**config.mk**
```make
export PLATFORM = sky130hd
export DESIGN_NAME = vau_isqrt
export DESIGN_NICKNAME = d
export VERILOG_FILES = /design/src/hdl/vau_pkg.sv /design/src/hdl/vau_isqrt.sv
export SDC_FILE = /design/constraint.sdc
export NUM_CORES = 2
export LEC_CHECK = 0
export CAP_MARGIN = 0
export CORE_MARGIN = 3
export CORE_UTILIZATION = 41
export DETAILED_ROUTE_END_ITERATION = 16
export DONT_BUFFER_PORTS = 1
export SETUP_SLACK_MARGIN = 0.15
export SLEW_MARGIN = 5
export SYNTH_ARGS = -nofsm -noshare
export SYNTH_HDL_FRONTEND = slang
export SYNTH_SLANG_ARGS = --single-unit
```
**constraint.sdc**
```tcl
create_clock -name clk -period 7.25 [get_ports clk]
set_input_delay 1.0875 -clock clk [delete_from_list [all_inputs] [get_ports clk]]
set_output_delay 1.0875 -clock clk [all_outputs]
set_load 0.03 [all_outputs]
```
**src/hdl/vau_pkg.sv**
```systemverilog
`default_nettype none

package vau_pkg;

    localparam int COORD_WIDTH     = 32;
    localparam int ANGLE_FRAC_BITS = 16;
    localparam int ANGLE_WIDTH     = ANGLE_FRAC_BITS + 2;

    localparam int DIFF_WIDTH      = COORD_WIDTH + 1;
    localparam int POS_WIDTH       = $clog2(DIFF_WIDTH);
    localparam int NORM_TOP        = 29;
    localparam int NORM_WIDTH      = NORM_TOP + 1;
    localparam int PROD_WIDTH      = 2 * NORM_WIDTH;
    localparam int SUM_WIDTH       = PROD_WIDTH + 1;

    localparam int ROOT_WIDTH      = 31;
    localparam int RAD_WIDTH       = 2 * ROOT_WIDTH;
    localparam int DIVIDEND_WIDTH  = 60;
    localparam int DIVISOR_WIDTH   = 31;
    localparam int QUOT_WIDTH      = 34;

    localparam int CORDIC_STEPS    = 32;
    localparam int CORDIC_WIDTH    = 44;
    localparam int CORDIC_PRESHIFT = 10;
    localparam int Z_WIDTH         = 36;

    localparam logic [ROOT_WIDTH-1:0] ONE_Q30 = ROOT_WIDTH'(64'd1 << 30);
    localparam logic [RAD_WIDTH-1:0]  ONE_Q60 = RAD_WIDTH'(64'd1 << 60);
    localparam logic [Z_WIDTH-1:0]    PI_Q32  = Z_WIDTH'(64'd13493037704);
    localparam logic [ANGLE_WIDTH-1:0] ANGLE_PI = ANGLE_WIDTH'(
        (64'(PI_Q32) + (64'd1 << (31 - ANGLE_FRAC_BITS))) >> (32 - ANGLE_FRAC_BITS));

    // Arctangent of two to the minus i, in units of two to the minus 32 radians.
    function automatic logic [31:0] atan_q32(input int i);
        logic [31:0] v;
        case (i)
            0:       v = 32'd3373259426;
            1:       v = 32'd1991351318;
            2:       v = 32'd1052175346;
            3:       v = 32'd534100635;
            4:       v = 32'd268086748;
            5:       v = 32'd134174063;
            6:       v = 32'd67103403;
            7:       v = 32'd33553749;
            8:       v = 32'd16777131;
            9:       v = 32'd8388597;
            10:      v = 32'd4194303;
            11:      v = 32'd2097152;
            default: v = 32'(64'd1 << (32 - i));
        endcase
        return v;
    endfunction

endpackage

`default_nettype wire

```
**src/hdl/vau_isqrt.sv**
```systemverilog
`default_nettype none

module vau_isqrt (
    input  logic                           clk,
    input  logic                           rst_n,
    input  logic                           advance,
    input  logic                           in_valid,
    input  logic [vau_pkg::RAD_WIDTH-1:0]  rad,
    output logic                           out_valid,
    output logic [vau_pkg::ROOT_WIDTH-1:0] root
);
    import vau_pkg::*;

    localparam int REM_WIDTH = ROOT_WIDTH + 3;

    typedef struct packed {
        logic [RAD_WIDTH-1:0]  rad;
        logic [REM_WIDTH-1:0]  rem;
        logic [ROOT_WIDTH-1:0] root;
    } sq_t;

    // One result bit per stage: the next pair of radicand bits joins the remainder.
    function automatic sq_t step(input sq_t s);
        sq_t o;
        logic [REM_WIDTH-1:0] cur;
        logic [REM_WIDTH-1:0] trial;
        cur   = {s.rem[REM_WIDTH-3:0], s.rad[RAD_WIDTH-1 -: 2]};
        trial = REM_WIDTH'({s.root, 2'b01});
        o.rad = s.rad << 2;
        if (cur >= trial)
        begin
            o.rem  = cur - trial;
            o.root = {s.root[ROOT_WIDTH-2:0], 1'b1};
        end
        else
        begin
            o.rem  = cur;
            o.root = {s.root[ROOT_WIDTH-2:0], 1'b0};
        end
        return o;
    endfunction

    sq_t  st_reg [ROOT_WIDTH];
    logic v_reg  [ROOT_WIDTH];
    sq_t  first;

    assign first = '{rad: rad, rem: '0, root: '0};

    always_ff @(posedge clk or negedge rst_n)
    begin
        if (!rst_n)
        begin
            for (int k = 0; k < ROOT_WIDTH; k++)
            begin
                v_reg[k] <= 1'b0;
            end
        end
        else if (advance)
        begin
            v_reg[0] <= in_valid;
            for (int k = 1; k < ROOT_WIDTH; k++)
            begin
                v_reg[k] <= v_reg[k-1];
            end
        end
    end

    always_ff @(posedge clk)
    begin
        if (advance)
        begin
            st_reg[0] <= step(first);
            for (int k = 1; k < ROOT_WIDTH; k++)
            begin
                st_reg[k] <= step(st_reg[k-1]);
            end
        end
    end

    assign out_valid = v_reg[ROOT_WIDTH-1];
    assign root      = st_reg[ROOT_WIDTH-1].root;

endmodule

`default_nettype wire

```
==> metrics.txt <==
endpoints failing hold=0; Setup Buffers After CTS=0; total grt overflow=0; Synth area leader=edfxtp_1; Hold Startpoint=rad[50]; Initial DRC Count=4227; Distinct cells, synth=97; ranking of synthesized cells by area=edfxtp_1, ha_1, xnor2_1, xor2_1, a21oi_1; async set-or-reset flop fraction in the synthesized netlist=1.308%; Site Rows=188; Clock power frac=33.3%; initial antenna violation count=2; Sequential Power Share=47.3%; Initial Util=41.43%; synthesized area=109400 sq um; Final setup viols=0; pre-CTS setup slack=3.048 ns; Pint=0.02828 W; Routed Antenna Nets=0; Vias/cell=5.196; Critical Path RT=7.86 ns; arrival time worst endpoint=4.87 ns; routed via count=63240; fillers=23200; area share of the largest cell type after synthesis=64.23%; worst setup margin=2.993 ns; gr busiest metal=met2; CP Capture Type=register; Max stage delay on crit path=0.44 ns; number of synthesized flops with an enable pin=2339; CTS buffer count=270; Leak=46.34 nW; clock root cell=clkbuf_16; min-delay worst type=input pin to register; Worst Setup Start Kind=register; width of the die=522.4 um; Area Growth Syn to Fin=11.61%; count leader, synth=edfxtp_1; status=complete, but fails checks; clk slew on worst S/H paths=0.06 ns; Seq/Total Area, Yosys=64.94%; first-pass GRT wire length=343.6 mm; overall routing resource usage=15.57%; CTS tree=done; met3 Usage GRT=1.966%; share of cells above drive strength 1=7.258%; CP startpoint=st_reg[1][1375]; max-cap viol count=0; vias in the first global route=62600; clock insertion delay at the later pin of the skew report=0.88 ns; Die Ht=522.4 um; Cell Chain, Critical Path=inv_1, ha_1, nor2b_1, o31a_1, o21ai_0, nand3_1, a31oi_1, o21ai_0, a221oi_1, and3_1, buf_4, inv_1, o211a_1, a22o_1; CP max FO=57; mean area per synthesized cell=13.14 sq um; Comb pwr share=19.4%; met1 usage=20.39%; Post-synth top cells=edfxtp_1, inv_1, nor2_1; # IOs=98; post-route minimum period=4.257 ns; flops & latches, synth=2370; H-Tree Level Count=5; M2 GR Usage=26.27%; switching portion of total power=28.04%; Slowest-stage cell, CP=buf_4; RSZ-0062 raised after global routing=no; Post-Syn Instances=8325; Fin Setup TNS=0 ns; Slew @ Worst Pin=1.510 ns; failing checks=max-slew violations; DP HPWL=151.3 mm; total core area=263900 sq um; Nets=9045; cell area power density=322.0 nW/um^2; DRC=0; fin crit share=58.72%; Yosys warning count=0; max reg flops=2339; Post-synth top flop=edfxtp_1; Post-Synthesis Net Count=8919; port bufs=0; Max VDD drop=312.0 uV; gp weighted congestion=0.8938; Crit Path Class=register to register; largest net degree at the start of global routing=272; Power Total=0.03930 W; Peak Freq=234.9 MHz; relative slew slack=-0.6974%; clock skew=0.09448 ns; die area=272900 sq um; Pre-antenna DRT Iters=6; Avg WL per Cell=17.80 um; NetSw=0.01102 W; TritonCTS Sinks=2370; CTS Buffer Depth=4; Critical R2R Launch=st_reg[1][1375]; Final Slew Violations=39; Total Wirelength=216.7 mm
## critical path: cells and delay by family (launching register included)
kind / cells / cell delay (ns)
adder cells (fa/ha/maj): 1 / 0.34
flip-flops: 1 / 0.36
AND/OR/NAND/NOR: 3 / 0.54
AO/OA/AOI/OAI: 7 / 2.03
buffers and inverters: 3 / 0.76
## placed cells by master (no fill, tap or decap), types with 16 or more instances in the layout
master and count:
edfxtp_1 2339, inv_1 656, nor2_1 547, a21oi_1 543
ha_1 528, nand2_1 481, xnor2_1 393, o21ai_0 386
xor2_1 363, clkbuf_16 274, a21o_1 225, nor3_1 203
nand3_1 132, mux2_2 116, nand2b_1 112, nor4_1 94
or3_1 88, nand4_1 87, o21a_1 81, or4_1 68
nor2b_1 67, clkinv_1 54, or2_2 51, o31ai_1 43
clkinv_2 43, clkbuf_1 43, a31oi_1 40, o21bai_1 38
dfrtp_1 31, a211oi_1 30, and3_1 29, and2_1 27
a21boi_0 24, o211ai_1 23, nand3b_1 22, bufinv_16 19
buf_4 18, and4_1 17, a2111oi_0 16
## final cells by class
class	count	area (sq um)	area share, %
inverter	660	2477	2.030
sequential	2370	71010	58.18
antenna	3	7.507	0.006151
clock buffer	317	7018	5.750
clock inverter	157	1493	1.223
tap	3515	4398	3.603
timing repair buffer	34	550.5	0.4511
multi-input combinational	5115	35090	28.75
## power by group through the flow
stage	Sequential (W)	Clock (W)	Combinational, W
finish	0.0186	0.0131	0.00762
global route	0.0188	0.0141	0.00855
CTS	0.0186	0.0136	0.00763
global placement	0.0188	0	0.00747
floorplan	0.0183	0	0.00575
detailed placement	0.0189	0	0.00757
## worst paths after layout
path	end	slack [ns]	cells past startpoint
setup / recovery	st_reg[1][1560]	2.99	14
hold / removal	st_reg[0][115]	0.32	0
setup reg to reg	st_reg[1][1560]	2.99	14
hold reg to reg	st_reg[1][497]	0.38	0
max in group asynchronous	v_reg[26]	6.42	2
min in group asynchronous	v_reg[24]	0.66	2
## per-stage QoR
stage | util (%) | area [sq um] | hold WS [ns] | cells
2_1_floorplan | - | 109400 | 0.4003 | 8325
3_3_place_gp | 42.99 | 113400 | 0.4001 | 11690
3_5_place_dp | 42.99 | 113400 | 0.4045 | 11690
4_1_cts | 46.22 | 122000 | 0.2149 | 12170
5_1_grt | 46.24 | 122000 | 0.2489 | 12170
6_report | 46.24 | 122100 | 0.3158 | 12170
## metal layers
layer	up-vias	routed length (um)
li1	31020	-
met1	30490	96480
met2	1283	104000
met3	447	7725
met4	0	8469
met5	-	0
## kinds of logic after synthesis
group	count (synthesis)	share of synthesized area, %
flip-flops	2370	64.94
AND/OR/NAND/NOR	2084	9.457
AO/OA/AOI/OAI	1622	9.232
buffers and inverters	840	3.005
XOR/XNOR	756	6.055
adder cells (fa/ha/maj)	528	6.041
multiplexers	124	1.268
other	1	0.003429
## repair_timing
item	CTS	global route
hold buffers	2	0
resized for setup	0	0
endpoints found under the setup margin	0	0
hold endpoints to repair	31	0
Power figures use the tool's default switching activity.
